File: config.mk
export PLATFORM = sky130hd
export DESIGN_NAME = fde_ctrl
export DESIGN_NICKNAME = d
export VERILOG_FILES = /design/src/hw/rtl/fde_pkg.sv /design/src/hw/rtl/fde_ctrl.sv
export SDC_FILE = /design/constraint.sdc
export NUM_CORES = 1
export LEC_CHECK = 0
export BUFFER_PORTS_ARGS = -buffer_cell sky130_fd_sc_hd__buf_2
export CAP_MARGIN = 20
export CORE_MARGIN = 1
export CORE_UTILIZATION = 45
export DETAILED_ROUTE_END_ITERATION = 8
export GPL_TIMING_DRIVEN = 0
export HOLD_SLACK_MARGIN = 0.05
export PLACE_DENSITY = 0.72
export REMOVE_ABC_BUFFERS = 1
export SYNTH_ARGS = -nofsm -noshare
export SYNTH_HDL_FRONTEND = slang
export SYNTH_SLANG_ARGS = --single-unit
File: constraint.sdc
create_clock -name clk -period 7.2 [get_ports clk]
set_clock_uncertainty 0.2 [all_clocks]
set_input_delay 0.72 -clock clk [delete_from_list [all_inputs] [get_ports clk]]
set_output_delay 0.72 -clock clk [all_outputs]
set_load 0.01 [all_outputs]
File: src/hw/rtl/fde_pkg.sv
// fde_pkg: shared types, constants and codes of the framebuffer draw engine
// used by fde_ctrl, fde_dp and the top level, depends on nothing
package fde_pkg;

  localparam int FB_WORDS   = 65536;
  localparam int ADDR_W     = $clog2(FB_WORDS);
  localparam int MAX_DIM    = 256;
  localparam int COORD_B    = $clog2(MAX_DIM);
  localparam int CFG_W      = 9;
  localparam int FIELD_W    = 12;
  localparam int COLOR_W    = 32;
  localparam int CO_W       = FIELD_W + 1;
  localparam int PROD_W     = COORD_B + CFG_W + 1;
  localparam int ACALC_W    = (PROD_W > ADDR_W + 1) ? PROD_W : ADDR_W + 1;
  localparam int CFG_IDX_W  = 2;

  localparam logic [CFG_W-1:0] CFG_RESET = 9'd256;

  localparam int BAND_COUNT  = 15;
  localparam int BAND_STEP   = 17;
  localparam int GREEN_SHIFT = 8;
  // floor(h / 15) as (h * 2185) >> 15, exact for h up to 1024
  localparam int BAND_RECIP  = 2185;
  localparam int BAND_RSH    = 15;

  localparam logic [CFG_IDX_W-1:0] REG_WIDTH  = 2'd0;
  localparam logic [CFG_IDX_W-1:0] REG_HEIGHT = 2'd1;
  localparam logic [CFG_IDX_W-1:0] REG_PITCH  = 2'd2;

  typedef enum logic [2:0] {
    CMD_PIXEL  = 3'd0,
    CMD_RECT   = 3'd1,
    CMD_FILL   = 3'd2,
    CMD_SCROLL = 3'd3,
    CMD_GRAD   = 3'd4,
    CMD_READ   = 3'd5
  } cmd_e_t;

  typedef enum logic [2:0] {
    AS_CLEAR  = 3'd0,
    AS_PLOT   = 3'd1,
    AS_HTOP   = 3'd2,
    AS_HBOT   = 3'd3,
    AS_VLEFT  = 3'd4,
    AS_VRIGHT = 3'd5,
    AS_AREA   = 3'd6,
    AS_SRC    = 3'd7
  } addr_sel_t;

  typedef enum logic [2:0] {
    SRC_ZERO  = 3'd0,
    SRC_COLOR = 3'd1,
    SRC_GRAD  = 3'd2,
    SRC_COPY  = 3'd3,
    SRC_AREA  = 3'd4
  } src_sel_t;

  typedef enum logic [1:0] {
    RNG_SCREEN = 2'd0,
    RNG_COPY   = 2'd1,
    RNG_TAIL   = 2'd2
  } range_t;

  typedef struct packed {
    logic [2:0]         cmd;
    logic [FIELD_W-1:0] pos_x;
    logic [FIELD_W-1:0] pos_y;
    logic [FIELD_W-1:0] rect_width;
    logic [FIELD_W-1:0] rect_height;
    logic [COLOR_W-1:0] pixel_color;
    logic [FIELD_W-1:0] scroll_rows;
    logic [FIELD_W-1:0] margin_rows;
  } in_item_t;

  typedef struct packed {
    logic [COLOR_W-1:0] read_data;
    logic               read_valid;
  } out_item_t;

  typedef struct packed {
    logic      load;
    logic      clr_step;
    logic      wr_en;
    logic      rd_en;
    addr_sel_t addr_sel;
    src_sel_t  src_sel;
    logic      area_init;
    src_sel_t  area_src;
    range_t    area_rng;
    logic      area_step;
    logic      i_clr;
    logic      i_inc;
    logic      res_load;
    logic      out_load;
  } dp_cmd_t;

  typedef struct packed {
    cmd_e_t cmd;
    logic   rect_empty;
    logic   scroll_none;
    logic   scroll_full;
    logic   clear_last;
    logic   h_more;
    logic   v_more;
    logic   area_empty;
    logic   area_last;
    logic   out_free;
  } dp_stat_t;

endpackage

File: src/hw/rtl/fde_ctrl.sv
// fde_ctrl: sequencing state machine of the draw engine
// depends on fde_pkg; drives the datapath through dp_cmd_t
module fde_ctrl
  import fde_pkg::*;
(
  input  logic     clk,
  input  logic     rst,
  input  logic     in_valid,
  output logic     in_stall,
  input  dp_stat_t st,
  output dp_cmd_t  c
);

  typedef enum logic [14:0] {
    S_CLEAR    = 15'h0001,
    S_IDLE     = 15'h0002,
    S_DISPATCH = 15'h0004,
    S_PLOT     = 15'h0008,
    S_H0       = 15'h0010,
    S_H1       = 15'h0020,
    S_V0       = 15'h0040,
    S_V1       = 15'h0080,
    S_AREA     = 15'h0100,
    S_CCHK     = 15'h0200,
    S_CRD      = 15'h0400,
    S_CWR      = 15'h0800,
    S_RRD      = 15'h1000,
    S_RWT      = 15'h2000,
    S_DONE     = 15'h4000
  } state_t;

  state_t state, state_next;

  always_ff @(posedge clk) begin
    if (rst) begin
      state <= S_CLEAR;
    end else begin
      state <= state_next;
    end
  end

  assign in_stall = (state != S_IDLE);

  always_comb begin
    c          = '0;
    state_next = state;
    case (state)
      S_CLEAR: begin
        c.wr_en    = 1'b1;
        c.addr_sel = AS_CLEAR;
        c.src_sel  = SRC_ZERO;
        c.clr_step = 1'b1;
        if (st.clear_last) state_next = S_IDLE;
      end
      S_IDLE: begin
        if (in_valid) begin
          c.load     = 1'b1;
          state_next = S_DISPATCH;
        end
      end
      S_DISPATCH: begin
        case (st.cmd)
          CMD_PIXEL: state_next = S_PLOT;
          CMD_RECT: begin
            c.i_clr    = 1'b1;
            state_next = st.rect_empty ? S_DONE : S_H0;
          end
          CMD_FILL: begin
            c.area_init = 1'b1;
            c.area_rng  = RNG_SCREEN;
            c.area_src  = SRC_COLOR;
            state_next  = S_AREA;
          end
          CMD_SCROLL: begin
            if (st.scroll_none) begin
              state_next = S_DONE;
            end else if (st.scroll_full) begin
              c.area_init = 1'b1;
              c.area_rng  = RNG_SCREEN;
              c.area_src  = SRC_ZERO;
              state_next  = S_AREA;
            end else begin
              c.area_init = 1'b1;
              c.area_rng  = RNG_COPY;
              c.area_src  = SRC_COPY;
              state_next  = S_CCHK;
            end
          end
          CMD_GRAD: begin
            c.area_init = 1'b1;
            c.area_rng  = RNG_SCREEN;
            c.area_src  = SRC_GRAD;
            state_next  = S_AREA;
          end
          CMD_READ: state_next = S_RRD;
          default:  state_next = S_DONE;
        endcase
      end
      S_PLOT: begin
        c.wr_en    = 1'b1;
        c.addr_sel = AS_PLOT;
        c.src_sel  = SRC_COLOR;
        state_next = S_DONE;
      end
      S_H0: begin
        if (st.h_more) begin
          c.wr_en    = 1'b1;
          c.addr_sel = AS_HTOP;
          c.src_sel  = SRC_COLOR;
          state_next = S_H1;
        end else begin
          c.i_clr    = 1'b1;
          state_next = S_V0;
        end
      end
      S_H1: begin
        c.wr_en    = 1'b1;
        c.addr_sel = AS_HBOT;
        c.src_sel  = SRC_COLOR;
        c.i_inc    = 1'b1;
        state_next = S_H0;
      end
      S_V0: begin
        if (st.v_more) begin
          c.wr_en    = 1'b1;
          c.addr_sel = AS_VLEFT;
          c.src_sel  = SRC_COLOR;
          state_next = S_V1;
        end else begin
          state_next = S_DONE;
        end
      end
      S_V1: begin
        c.wr_en    = 1'b1;
        c.addr_sel = AS_VRIGHT;
        c.src_sel  = SRC_COLOR;
        c.i_inc    = 1'b1;
        state_next = S_V0;
      end
      S_AREA: begin
        if (st.area_empty) begin
          state_next = S_DONE;
        end else begin
          c.wr_en     = 1'b1;
          c.addr_sel  = AS_AREA;
          c.src_sel   = SRC_AREA;
          c.area_step = 1'b1;
          if (st.area_last) state_next = S_DONE;
        end
      end
      S_CCHK: begin
        if (st.area_empty) begin
          c.area_init = 1'b1;
          c.area_rng  = RNG_TAIL;
          c.area_src  = SRC_ZERO;
          state_next  = S_AREA;
        end else begin
          state_next = S_CRD;
        end
      end
      S_CRD: begin
        c.rd_en    = 1'b1;
        c.addr_sel = AS_SRC;
        state_next = S_CWR;
      end
      S_CWR: begin
        c.wr_en     = 1'b1;
        c.addr_sel  = AS_AREA;
        c.src_sel   = SRC_COPY;
        c.area_step = 1'b1;
        if (st.area_last) begin
          c.area_init = 1'b1;
          c.area_rng  = RNG_TAIL;
          c.area_src  = SRC_ZERO;
          state_next  = S_AREA;
        end else begin
          state_next = S_CRD;
        end
      end
      S_RRD: begin
        c.rd_en    = 1'b1;
        c.addr_sel = AS_PLOT;
        state_next = S_RWT;
      end
      S_RWT: begin
        c.res_load = 1'b1;
        state_next = S_DONE;
      end
      S_DONE: begin
        if (st.out_free) begin
          c.out_load = 1'b1;
          state_next = S_IDLE;
        end
      end
      default: state_next = S_CLEAR;
    endcase
  end

endmodule

---- After elaboration in Yosys (flattened, before gate mapping) ----
Cells that the tools add are included.
operators by class
  eq/ne operators ......................... 25
  mux-type cells .......................... 41
  reductions and logical operators ........ 9
operators with widths
  cell                  count
  $pmux 15 s14          1
  $mux 15               8
  $pmux 15 s5           1
  $pmux 6 s3            2
  $mux 6                5
  $pmux 3 s8            1
  $mux 11               2
  $eq 15x1->1 const B   1
  $eq 15x10->1 const B  1
  $eq 15x11->1 const B  1
  $eq 15x12->1 const B  1
  $eq 15x13->1 const B  1
  $eq 15x14->1 const B  1
  $eq 15x15->1 const B  1
  $eq 15x2->1 const B   1
  $eq 15x3->1 const B   1
  $eq 15x4->1 const B   1
  $eq 15x5->1 const B   1
  $eq 15x6->1 const B   1
  $eq 15x7->1 const B   1
  $eq 15x8->1 const B   1
  $eq 15x9->1 const B   1
  $ne 15x2->1 const B   1
  $pmux 3 s5            1
  17 further kinds      38
storage, ports and cells
  output and inout port bits .............. 22
  input port bits ......................... 15
  flip-flop bits (word level) ............. 15
  word-level logic and storage cells ...... 76

---- Depth between registers and ports, before layout ----
Gate-level depths: netlist (run 1).
  depth in word-level cells ............... 4
  depth in mapped cells ................... 8
  depth with buffers taken out ............ 5

---- Least setup slack after synthesis (run 1) ----
Ideal clock, no wire load.
  path kind ............................... flip-flop to output port
  start point ............................. register state[5]
  end point ............................... output port c[18] in the netlist's numbering
  cell stages (with the launch flop) ...... 9
  path buffers ............................ 3
  data required time ...................... 6.280 ns
  arrival ................................. 2.155 ns
  path slack .............................. 4.125 ns
  path through ............................ dfxtp_1 -> buf_4 -> or4_1 -> clkbuf_1 -> nor3_1 -> and4b_1 -> clkbuf_1 -> or3b_2 -> or4b_1
RTL lines
  element                   RTL line        source
  start: declaration        fde_ctrl.sv:32  state_t state, state_next;
  start signal: assignment  fde_ctrl.sv:38  state <= state_next;
  end: declaration          fde_ctrl.sv:11  output dp_cmd_t c

==> results by group, run 1 <==
Setup path
  • Crit path DAT: between 2000 and 3000 ps
  • Crit path max fanout: 13
  • WS Path Type: reg2out
  • Worst R2R Path Depth: 5
  • Reg-to-reg startpoint: state[4]
  • Worst Path Required: between 6000 and 7000 ps
  • Critical path capture point type: output pin
  • Critical path's slowest cell: dfxtp_1
  • RR Endpoint: state[0]
  • Flop-to-flop setup slack: roughly 4600 ps
  • CP peak stage delay: approximately 600 ps
  • Critical path startpoint category: flop
  • Cell-by-cell trace of the critical path: or4_1, nor3_1, and4b_1, or3b_2, or4b_1, buf_2

STA
  • RSZ-0062 raised after global routing: no
  • Final hold vios: 0
  • Pin slew with the least headroom to its limit: 694.1 ps
  • Fin crit period: ~3600 ps
  • Setup TNS Final: 0 ps
  • Fmax: about 0.27 GHz
  • Slew headroom: 53.30%
  • Part of the cycle the worst path needs: between 50% and 60%
  • Final worst setup slack: 3561 ps
  • Final setup fails: 0
  • Fin. max-slew vios: 0

Hold path
  • Hold Path End: state[11]
  • Worst hold path type: reg2reg
  • Hold_sp: state[10]
  • Hold path depth: 2

Logic synthesis
  • Distinct cell type count after synthesis: 45
  • Yosys Warn Count: 0
  • Synth top cells by count: nor2_1, dfxtp_1, nor3_1
  • Post-synth EDFFs: 0
  • Async S/R FF share, synth: 0%
  • Sequential area share after synthesis: between 20 and 25%
  • Leading area contributor after synthesis: dfxtp_1
  • Post-Syn Area: 0.001229 mm2
  • Flops & latches, synth: 15
  • Post-synth top area share: between 20% and 30%
  • Top-count cell post-synth: nor2_1
  • Average size of a mapped cell: 7.447 um2
  • Dominant cells by area after synthesis: dfxtp_1, nor2_1, nor4_1, nor3_1, or4_1
  • Ys flop type: dfxtp_1
  • Syn Inst Count: 165

Global route
  • Total gr overflow: 0
  • Largest net degree at the start of global routing: 16
  • Vias in the first global route: 1108
  • First-pass GRT wire length: 5.154 mm
  • Initial antenna violation count: 0
  • GRT Total Usage: 24.12%

Clock network
  • Clock transition at the registers of the reported paths: approximately 90 ps
  • Clk_lat worst skew: 290 ps
  • CTS buffer count: 3
  • Clock buffer depth: 2
  • Post-cts repair resize count: 0
  • Hold Buf Count CTS: 0
  • Setup Fix Bufs, Post-CTS: 0
  • H-tree Lvls: 1
  • CTS root buf: clkbuf_4
  • Sink Count: 15
  • CTS tree: done

Run
  • Max Cap Viol: 0

Floorplanning
  • DIE AREA: just under 0.003 mm2
  • Chip Height: 54.26 um
  • CORE AREA: 0.002522 mm2
  • I/O pin count: 37
  • Site Rows: 18
  • Die width: 54.26 um
  • Initial core utilization: 48.71%

Finish
  • Finished Cell Area: 0.001400 mm2
  • Total Nets Final: 207
  • Fillcell total: 252
  • Largest registers: state (15)
  • Layout cells sized above 1: 26.18%
  • Area grow syn2layout: 13.95%
  • Inserted Diodes: 0
  • Largest Register: state
  • Number of flip-flops under the largest register name: 15

Route
  • Initial DRC Count: 25
  • Routed Antenna Nets: 0
  • Wire per inst: around 15 um
  • Routed WL: 3.267 mm
  • DR vias/cell: between 6 and 7
  • Iteration count of the initial detailed-routing pass: 4
  • Remaining DRCs: 0
  • Vias: about 1400

Power
  • Leakage: 0.6372 nW
  • PwrDens: 142.5 mW/mm2
  • Max IR drop VDD: 0.0001126 V
  • Total power: 0.1995 mW

Status
  • Status: finished, final reports clean

Place
  • Placed Area: 0.001373 mm2
  • Routability Congestion: 0.9026
  • DP HPWL: roughly 2.5 mm
  • IO Port Bufs: 35
  • Worst slack, placed: 3900 ps
-- placed cells by master (no fill, tap or decap), types with 4 or more instances in the layout --
master | Yosys | final
nand2_1 | 9 | 9
nor3_1 | 11 | 11
nor2_1 | 20 | 20
dfxtp_1 | 15 | 15
or4b_2 | 5 | 5
nor4b_1 | 4 | 4
nand2b_1 | 5 | 5
nand3_1 | 6 | 6
a21oi_1 | 9 | 9
inv_1 | 4 | 4
buf_2 | 1 | 35
nor4_1 | 9 | 9
or4_1 | 7 | 7
-- routing by layer --
| metal | vias up | wire [um] | GRT usage (%) |
|---|---|---|---|
| li1 | 683 | - | - |
| met1 | 663 | 1570 | 34.12 |
| met2 | 38 | 1506 | 38.21 |
| met3 | 4 | 165 | 4.444 |
| met4 | 0 | 24 | 4.274 |
| met5 | - | 0 | 0 |
-- cell families (layout without fill, tap and decap cells) --
logic type / Yosys count / in the layout / synth area share (%)
flip-flops: 15 / 15 / 24.44
multiplexers: 1 / 1 / 0.8147
XOR/XNOR: 3 / 3 / 2.139
other: 1 / 1 / 0.3052
buffers and inverters: 17 / 43 / 6.822
AND/OR/NAND/NOR: 99 / 99 / 48.98
AO/OA/AOI/OAI: 29 / 29 / 16.50
-- worst max-delay path by stage --
stage,start,end,slack [ps],depth (start not counted)
6_report,state[4],c[18],3560,6
5_1_grt,state[4],c[18],3400,6
4_1_cts,state[4],c[18],3570,6
3_5_place_dp,state[4],c[18],3900,6
3_3_place_gp,state[4],c[18],3940,6
2_1_floorplan,state[4],c[18],4200,5
-- worst max-delay path, delay by kind of cell (launching register included) --
kind / cells / cell delay (ps)
AND/OR/NAND/NOR: 5 / 1670
flip-flops: 1 / 600
buffers and inverters: 1 / 160
-- through the flow --
step	hold WS [ps]	instances	utilization [%]
2_1_floorplan	383.0	152	-
3_3_place_gp	444.8	217	54.41
3_5_place_dp	469.5	217	54.41
4_1_cts	482.0	221	55.51
5_1_grt	508.9	221	55.51
6_report	486.4	221	55.51
-- power breakdown --
part / internal, mW / switching (mW) / total [mW]
sequential: 0.0857 / 0.00485 / 0.0906
combinational: 0.0250 / 0.0346 / 0.0596
clock: 0.0207 / 0.0287 / 0.0493
total: 0.131 / 0.0681 / 0.200
-- layout make-up --
class | instances | area, um2 | area share, %
multi-input combinational | 133 | 844.6 | 60.32
sequential | 15 | 300.3 | 21.45
timing repair buffer | 35 | 175.2 | 12.51
tap | 30 | 37.54 | 2.681
clock buffer | 3 | 22.52 | 1.609
inverter | 4 | 15.01 | 1.072
clock inverter | 1 | 5.005 | 0.3575
No activity file was read; power rests on OpenSTA's default activity.
==> run 2, diff against run 1 <==
Settings changed: ABC_AREA from default to 1.
Clock period 7.2 ns to 3.7 ns, I/O delays scaled along.
==> results by group, run 2 <==
STA
  • Setup TNS Final: 0 ps (unchanged)
  • Fmax: between 0.3 and 0.4 GHz
  • Part of the cycle the worst path needs: 68.04%
  • Fin. max-slew vios: 0 (unchanged)
  • Final hold vios: 0 (unchanged)
  • RSZ-0062 raised after global routing: no (unchanged)
  • Final worst setup slack: 1182 ps (was 3561 ps)
  • Final setup fails: 0 (unchanged)
  • Fin crit period: 2518 ps

Logic synthesis
  • Yosys Warn Count: 0 (unchanged)
  • Synth top cells by count: nand2_1, inv_1, nor2_1, nand3_1, dfxtp_1 (was nor2_1, dfxtp_1, nor3_1)
  • Leading area contributor after synthesis: dfxtp_1 (unchanged)
  • Syn Inst Count: 208 (was 165)
  • Async S/R FF share, synth: 0% (unchanged)
  • Flops & latches, synth: 15 (unchanged)
  • Dominant cells by area after synthesis: dfxtp_1, nand2_1, inv_1, nor2_1, nand3_1 (was dfxtp_1, nor2_1, nor4_1, nor3_1, or4_1)
  • Post-synth top area share: 24.10% (was 24.44%)
  • Sequential area share after synthesis: 24.10% (was 24.44%)
  • Post-synth EDFFs: 0 (unchanged)
  • Average size of a mapped cell: 5.991 um2 (was 7.447 um2)
  • Top-count cell post-synth: nand2_1 (was nor2_1)
  • Ys flop type: dfxtp_1 (unchanged)
  • Distinct cell type count after synthesis: 25 (was 45)
  • Post-Syn Area: 0.001246 mm2 (was 0.001229 mm2)

Floorplanning
  • DIE AREA: 0.002984 mm2 (was 0.002944 mm2)
  • Chip Height: 54.63 um (was 54.26 um)
  • CORE AREA: 0.002545 mm2 (was 0.002522 mm2)
  • I/O pin count: 37 (unchanged)
  • Site Rows: 18 (unchanged)
  • Initial core utilization: 48.97% (was 48.71%)
  • Die width: 54.63 um (was 54.26 um)

Clock network
  • CTS tree: done (unchanged)
  • Sink Count: 15 (unchanged)
  • CTS root buf: clkbuf_4 (unchanged)
  • Hold Buf Count CTS: 0 (unchanged)
  • Setup Fix Bufs, Post-CTS: 0 (unchanged)
  • H-tree Lvls: 1 (unchanged)
  • Clk_lat worst skew: 300 ps (was 290 ps)
  • Post-cts repair resize count: 0 (unchanged)
  • Clock buffer depth: 2 (unchanged)
  • Clock transition at the registers of the reported paths: 110 ps (was 90 ps)
  • CTS buffer count: 3 (unchanged)

Power
  • PwrDens: 341.9 mW/mm2 (was 142.5 mW/mm2)
  • Leakage: 0.8254 nW (was 0.6372 nW)
  • Sw Pwr: 0.2103 mW (was 0.06811 mW)
  • Logic pwr share: 41.8% (was 29.9%)
  • Clock network power share: 20.8% (was 24.7%)
  • Cell-internal power: 0.2863 mW (was 0.1314 mW)
  • Sw Share: 42.35% (was 34.14%)
  • Sequential share of power: 37.5% (was 45.4%)
  • Max IR drop VDD: 0.0002354 V (was 0.0001126 V)

Global route
  • GRT Total Usage: 23.49% (was 24.12%)
  • Total gr overflow: 0 (unchanged)
  • First-pass GRT wire length: 4.961 mm (was 5.154 mm)
  • Initial antenna violation count: 0 (unchanged)
  • Largest net degree at the start of global routing: 15 (was 16)
  • Vias in the first global route: 1191 (was 1108)

Setup path
  • Cell-by-cell trace of the critical path: nor2_2, nand2_2, nor2_4, nand2_4, nor2_1, inv_1, o21ai_0, buf_2 (was or4_1, nor3_1, and4b_1, or3b_2, or4b_1, buf_2)
  • CP peak stage delay: 350 ps (was 600 ps)
  • Reg-to-reg startpoint: state[8] (was state[4])
  • WS Path Type: reg2out (unchanged)
  • Worst path top cell family by delay: simple AND/OR/NAND/NOR gates (unchanged)
  • Buf/Inv on CP: 2 (was 1)
  • CP startpoint: state[8] (was state[4])
  • Worst Path Required: 3130 ps (was 6280 ps)
  • Critical path's slowest cell: dfxtp_1 (unchanged)
  • Critical path capture point type: output pin (unchanged)
  • Critical path startpoint category: flop (unchanged)
  • Crit path DAT: 1950 ps (was 2720 ps)
  • Crit path max fanout: 14 (was 13)

Route
  • Iteration count of the initial detailed-routing pass: 4 (unchanged)
  • Vias: 1328 (was 1388)
  • Wire per inst: 10.98 um (was 14.78 um)
  • Initial DRC Count: 31 (was 25)
  • Routed Antenna Nets: 0 (unchanged)
  • Remaining DRCs: 0 (unchanged)
  • Routed WL: 2.997 mm (was 3.267 mm)
  • DR vias/cell: 4.864 (was 6.281)

Finish
  • Fillcell total: 284 (was 252)
  • Total Nets Final: 259 (was 207)
  • Area grow syn2layout: 16.57% (was 13.95%)
  • Most frequent cells in the layout: nand2_1, inv_1, nor2_1, buf_2, nand3_1 (was buf_2, nor2_1, dfxtp_1)
  • Final Non-Filler Cells: 273 (was 221)
  • Inserted Diodes: 0 (unchanged)
  • Largest Register: state (unchanged)
  • Finished Cell Area: 0.001453 mm2 (was 0.001400 mm2)
  • Layout cells sized above 1: 27.57% (was 26.18%)
  • Largest registers: state (15) (unchanged)
  • Post-layout util: 57.08% (was 55.51%)
  • Commonest non-fill, non-tap cell in the layout: nand2_1 (was buf_2)
  • Number of flip-flops under the largest register name: 15 (unchanged)

Place
  • Worst slack, placed: 1528 ps (was 3900 ps)
  • DP HPWL: 2.420 mm (was 2.476 mm)
  • Placed Area: 0.001425 mm2 (was 0.001373 mm2)
  • Routability Congestion: 0.8399 (was 0.9026)
  • IO Port Bufs: 35 (unchanged)
  • Placed Cells: 269 (was 217)

Hold path
  • Worst hold path type: in2reg (was reg2reg)
  • Hold_sp: in_valid (was state[10])

Status
  • Status: finished, final reports clean (unchanged)

Run
  • Max Cap Viol: 0 (unchanged)
## run 2: metal layers
metal  part of all wire [%]  track usage, %
met1                     49           30.33
met2                     45           38.55
met3                    3.7           2.778
met4                    1.8           10.26
met5                      0               0
## run 2: cells by family (layout without fill, tap and decap cells)
kind of cell    after synthesis  in the layout  share of synthesized area [%]
simple gates                135            135                          54.52
flops                        15             15                          24.10
other cells                   1              1                         0.3009
compound gates               16             16                          7.228
buf+inv                      41             76                          13.85
## run 2: cell type report
class                   count  area, um2  share of cell area (%)
multi-input cells         152      773.2                   53.23
flip-flops and latches     15      300.3                   20.67
repair buffers             35      175.2                   12.06
inverters                  37      138.9                   9.561
well taps                  30      37.54                   2.584
clock buffers               3      22.52                   1.550
clock inverters             1      5.005                  0.3445
## run 2: tightest hold or removal path, stage by stage
cell,delay (ps)
buf_2,110
inv_1,60
nor3_1,50
## run 2: worst paths after layout
kind               endpoint  slack [ps]  depth (start not counted)
hold reg to reg   state[13]         380                          4
setup reg to reg   state[4]        1680                          6
setup / recovery       c[3]        1180                          8
hold / removal     state[2]         130                          3
## run 2: metrics by stage
stage / power [mW] / hold WS, ps
floorplan: 0.3388 / 239.1
global placement: 0.3972 / 353.3
detailed placement: 0.3972 / 359.1
CTS: 0.4968 / 127.7
global route: 0.5413 / 142.1
finish: 0.4967 / 126.9
## run 2: power groups by stage
stage / registers [mW] / logic [mW] / clock network, mW
finish: 0.186 / 0.207 / 0.103
global route: 0.189 / 0.241 / 0.111
CTS: 0.187 / 0.208 / 0.103
detailed placement: 0.190 / 0.207 / 0
global placement: 0.190 / 0.208 / 0
floorplan: 0.188 / 0.151 / 0
==> run 3, diff against run 2 <==
Clock period 3.7 ns to 2.4 ns, I/O delays scaled along.
==> results by group, run 3 (synthesized netlist as in run 2, its figures left out) <==
Setup path
  • CP startpoint: state[4] (was state[8])
  • Worst path top cell family by delay: simple AND/OR/NAND/NOR gates (unchanged)
  • CP peak stage delay: 360 ps (was 350 ps)
  • Critical path startpoint category: flop (unchanged)
  • Critical path capture point type: output pin (unchanged)
  • Buf/Inv on CP: 2 (unchanged)
  • Critical path's slowest cell: dfxtp_1 (unchanged)
  • Crit path max fanout: 6 (was 14)
  • Crit path DAT: 1810 ps (was 1950 ps)
  • Worst Path Required: 1960 ps (was 3130 ps)
  • Cell-by-cell trace of the critical path: nor2_4, nand2_4, nor2_4, nand2_2, nor2_2, inv_1, nand2_1, a21oi_1, nand3_1, buf_2 (was nor2_2, nand2_2, nor2_4, nand2_4, nor2_1, inv_1, o21ai_0, buf_2)
  • Crit path top cell by count: nor2_4
  • Reg-to-reg startpoint: state[8] (unchanged)
  • WS Path Type: reg2out (unchanged)

Clock network
  • H-tree Lvls: 1 (unchanged)
  • CTS root buf: clkbuf_4 (unchanged)
  • Clock buffer depth: 2 (unchanged)
  • Clock transition at the registers of the reported paths: 100 ps (was 110 ps)
  • Sink Count: 15 (unchanged)
  • CTS tree: done (unchanged)
  • Clk_lat worst skew: 300 ps (about the same)
  • CTS buffer count: 3 (unchanged)

STA
  • Fmax: 0.4449 GHz
  • Fin crit period: 2247 ps
  • Fin. max-slew vios: 0 (unchanged)
  • Final setup fails: 0 (unchanged)
  • Final hold slack: 61.79 ps (was 126.9 ps)
  • Final hold vios: 0 (unchanged)
  • Part of the cycle the worst path needs: 93.64%

Route
  • Wire per inst: 11.39 um (was 10.98 um)
  • Initial DRC Count: 39 (was 31)
  • Vias: 1412 (was 1328)
  • Routed WL: 3.279 mm (was 2.997 mm)
  • Iteration count of the initial detailed-routing pass: 4 (unchanged)
  • DR vias/cell: 4.903 (was 4.864)
  • Remaining DRCs: 0 (unchanged)
  • Routed Antenna Nets: 0 (unchanged)

Finish
  • Largest Register: state (unchanged)
  • Fillcell total: 265 (was 284)
  • Post-layout util: 62.88% (was 57.08%)
  • Inserted Diodes: 0 (unchanged)
  • Area grow syn2layout: 28.41% (was 16.57%)
  • Most frequent cells in the layout: nand2_1, inv_1, buf_2 (was nand2_1, inv_1, nor2_1, buf_2, nand3_1)
  • Largest registers: state (15) (unchanged)
  • Number of flip-flops under the largest register name: 15 (unchanged)
  • Total Nets Final: 274 (was 259)
  • Layout cells sized above 1: 30.62% (was 27.57%)
  • Commonest non-fill, non-tap cell in the layout: nand2_1 (unchanged)

Place
  • DP HPWL: 2.420 mm (unchanged)
  • IO Port Bufs: 35 (unchanged)
  • Routability Congestion: 0.8399 (unchanged)

Global route
  • Met1 Use GR: 30.66% (was 30.33%)
  • Met2 GRT Util: 39.76% (was 38.55%)
  • GRT Total Usage: 23.94% (was 23.49%)
  • Initial antenna violation count: 0 (unchanged)
  • Largest net degree at the start of global routing: 15 (unchanged)
  • Total gr overflow: 0 (unchanged)
  • Global route hottest layer: met2 (unchanged)
  • First-pass GRT wire length: 5.071 mm (was 4.961 mm)
  • Vias in the first global route: 1227 (was 1191)
  • GR Layer Usage met3: 2.778% (unchanged)

Floorplanning
  • Die width: 54.63 um (unchanged)
  • Site Rows: 18 (unchanged)
  • Initial core utilization: 48.97% (unchanged)
  • Chip Height: 54.63 um (unchanged)
  • I/O pin count: 37 (unchanged)
  • CORE AREA: 0.002545 mm2 (unchanged)
  • DIE AREA: 0.002984 mm2 (unchanged)

Status
  • Status: finished, final reports clean (unchanged)

Power
  • PwrDens: 499.4 mW/mm2 (was 341.9 mW/mm2)
  • Max IR drop VDD: 0.0003679 V (was 0.0002354 V)
  • Leakage: 0.8960 nW (was 0.8254 nW)

Hold path
  • Worst hold path type: in2reg (unchanged)
  • Hold_sp: st[0] (was in_valid)

Run
  • Max Cap Viol: 0 (unchanged)
==> run 3: changes by cell type in the layout (fill, tap and decap cells not counted) <==
cell / change
nand2_1: -1
buf_4: +8
nor2_2: +1
nor2_4: +1
nor2_1: -1
dlygate4sd3_1: +6
nor4_1: -1
nor4_2: +1
nand2_4: +1
==> run 3: timing repair <==
| action | 4_1_cts | 5_1_grt |
|---|---|---|
| endpoints found under the hold margin | 7 | 0 |
| setup endpoints to repair | 0 | 8 |
| resized for setup | 0 | 5 |
| hold buffers | 6 | 0 |
| buffers inserted | 0 | 8 |
==> run 3: worst paths after layout <==
kind	to	slack (ps)	cells past startpoint
max	c[15]	150	10
min reg2reg	state[13]	380	4
min	state[14]	60	4
max reg2reg	state[3]	280	8
==> run 3: cell type report <==
type	instances	area (um2)	share of cell area [%]
multi-input combinational	153	800.8	50.04
sequential	15	300.3	18.76
timing repair buffer	49	295.3	18.45
inverter	37	138.9	8.679
tap	30	37.54	2.346
clock buffer	3	22.52	1.407
clock inverter	1	5.005	0.3127
==> run 3: stage by stage <==
stage / power (mW) / area (um2) / setup WS [ps] / instances / setup TNS (ps)
final: 0.7992 / 1600 / 152.5 / 288 / 0
after global routing: 0.8661 / 1600 / -13.13 / 288 / -25.93
after CTS: 0.7720 / 1513 / 16.08 / 279 / 0
after detailed placement: 0.6124 / 1425 / 358.4 / 269 / 0
after global placement: 0.6123 / 1425 / 343.0 / 269 / 0
after floorplan: 0.5223 / 1212 / 504.1 / 204 / 0
==> run 3: per-layer routing <==
metal  vias up  routed length [um]  part of all wire (%)
li1        746                   -                     -
met1       606                1473                    45
met2        55                1557                    47
met3         5                 197                   6.0
met4         0                  51                   1.6
met5         -                   0                     0
==> run 3: power by group <==
group          internal, mW  total [mW]  switching [mW]  leakage (nW)
logic                 0.135       0.352           0.217         0.757
clock network        0.0622       0.160          0.0979        0.0177
registers             0.266       0.287          0.0216         0.121
==> run 3: worst min-delay path, delay by kind of cell <==
| family | cells | cell delay [ps] |
|---|---|---|
| buffers and inverters | 2 | 120 |
| and+or+nand+nor | 1 | 90 |
| AOI/OAI and AO/OA | 1 | 60 |
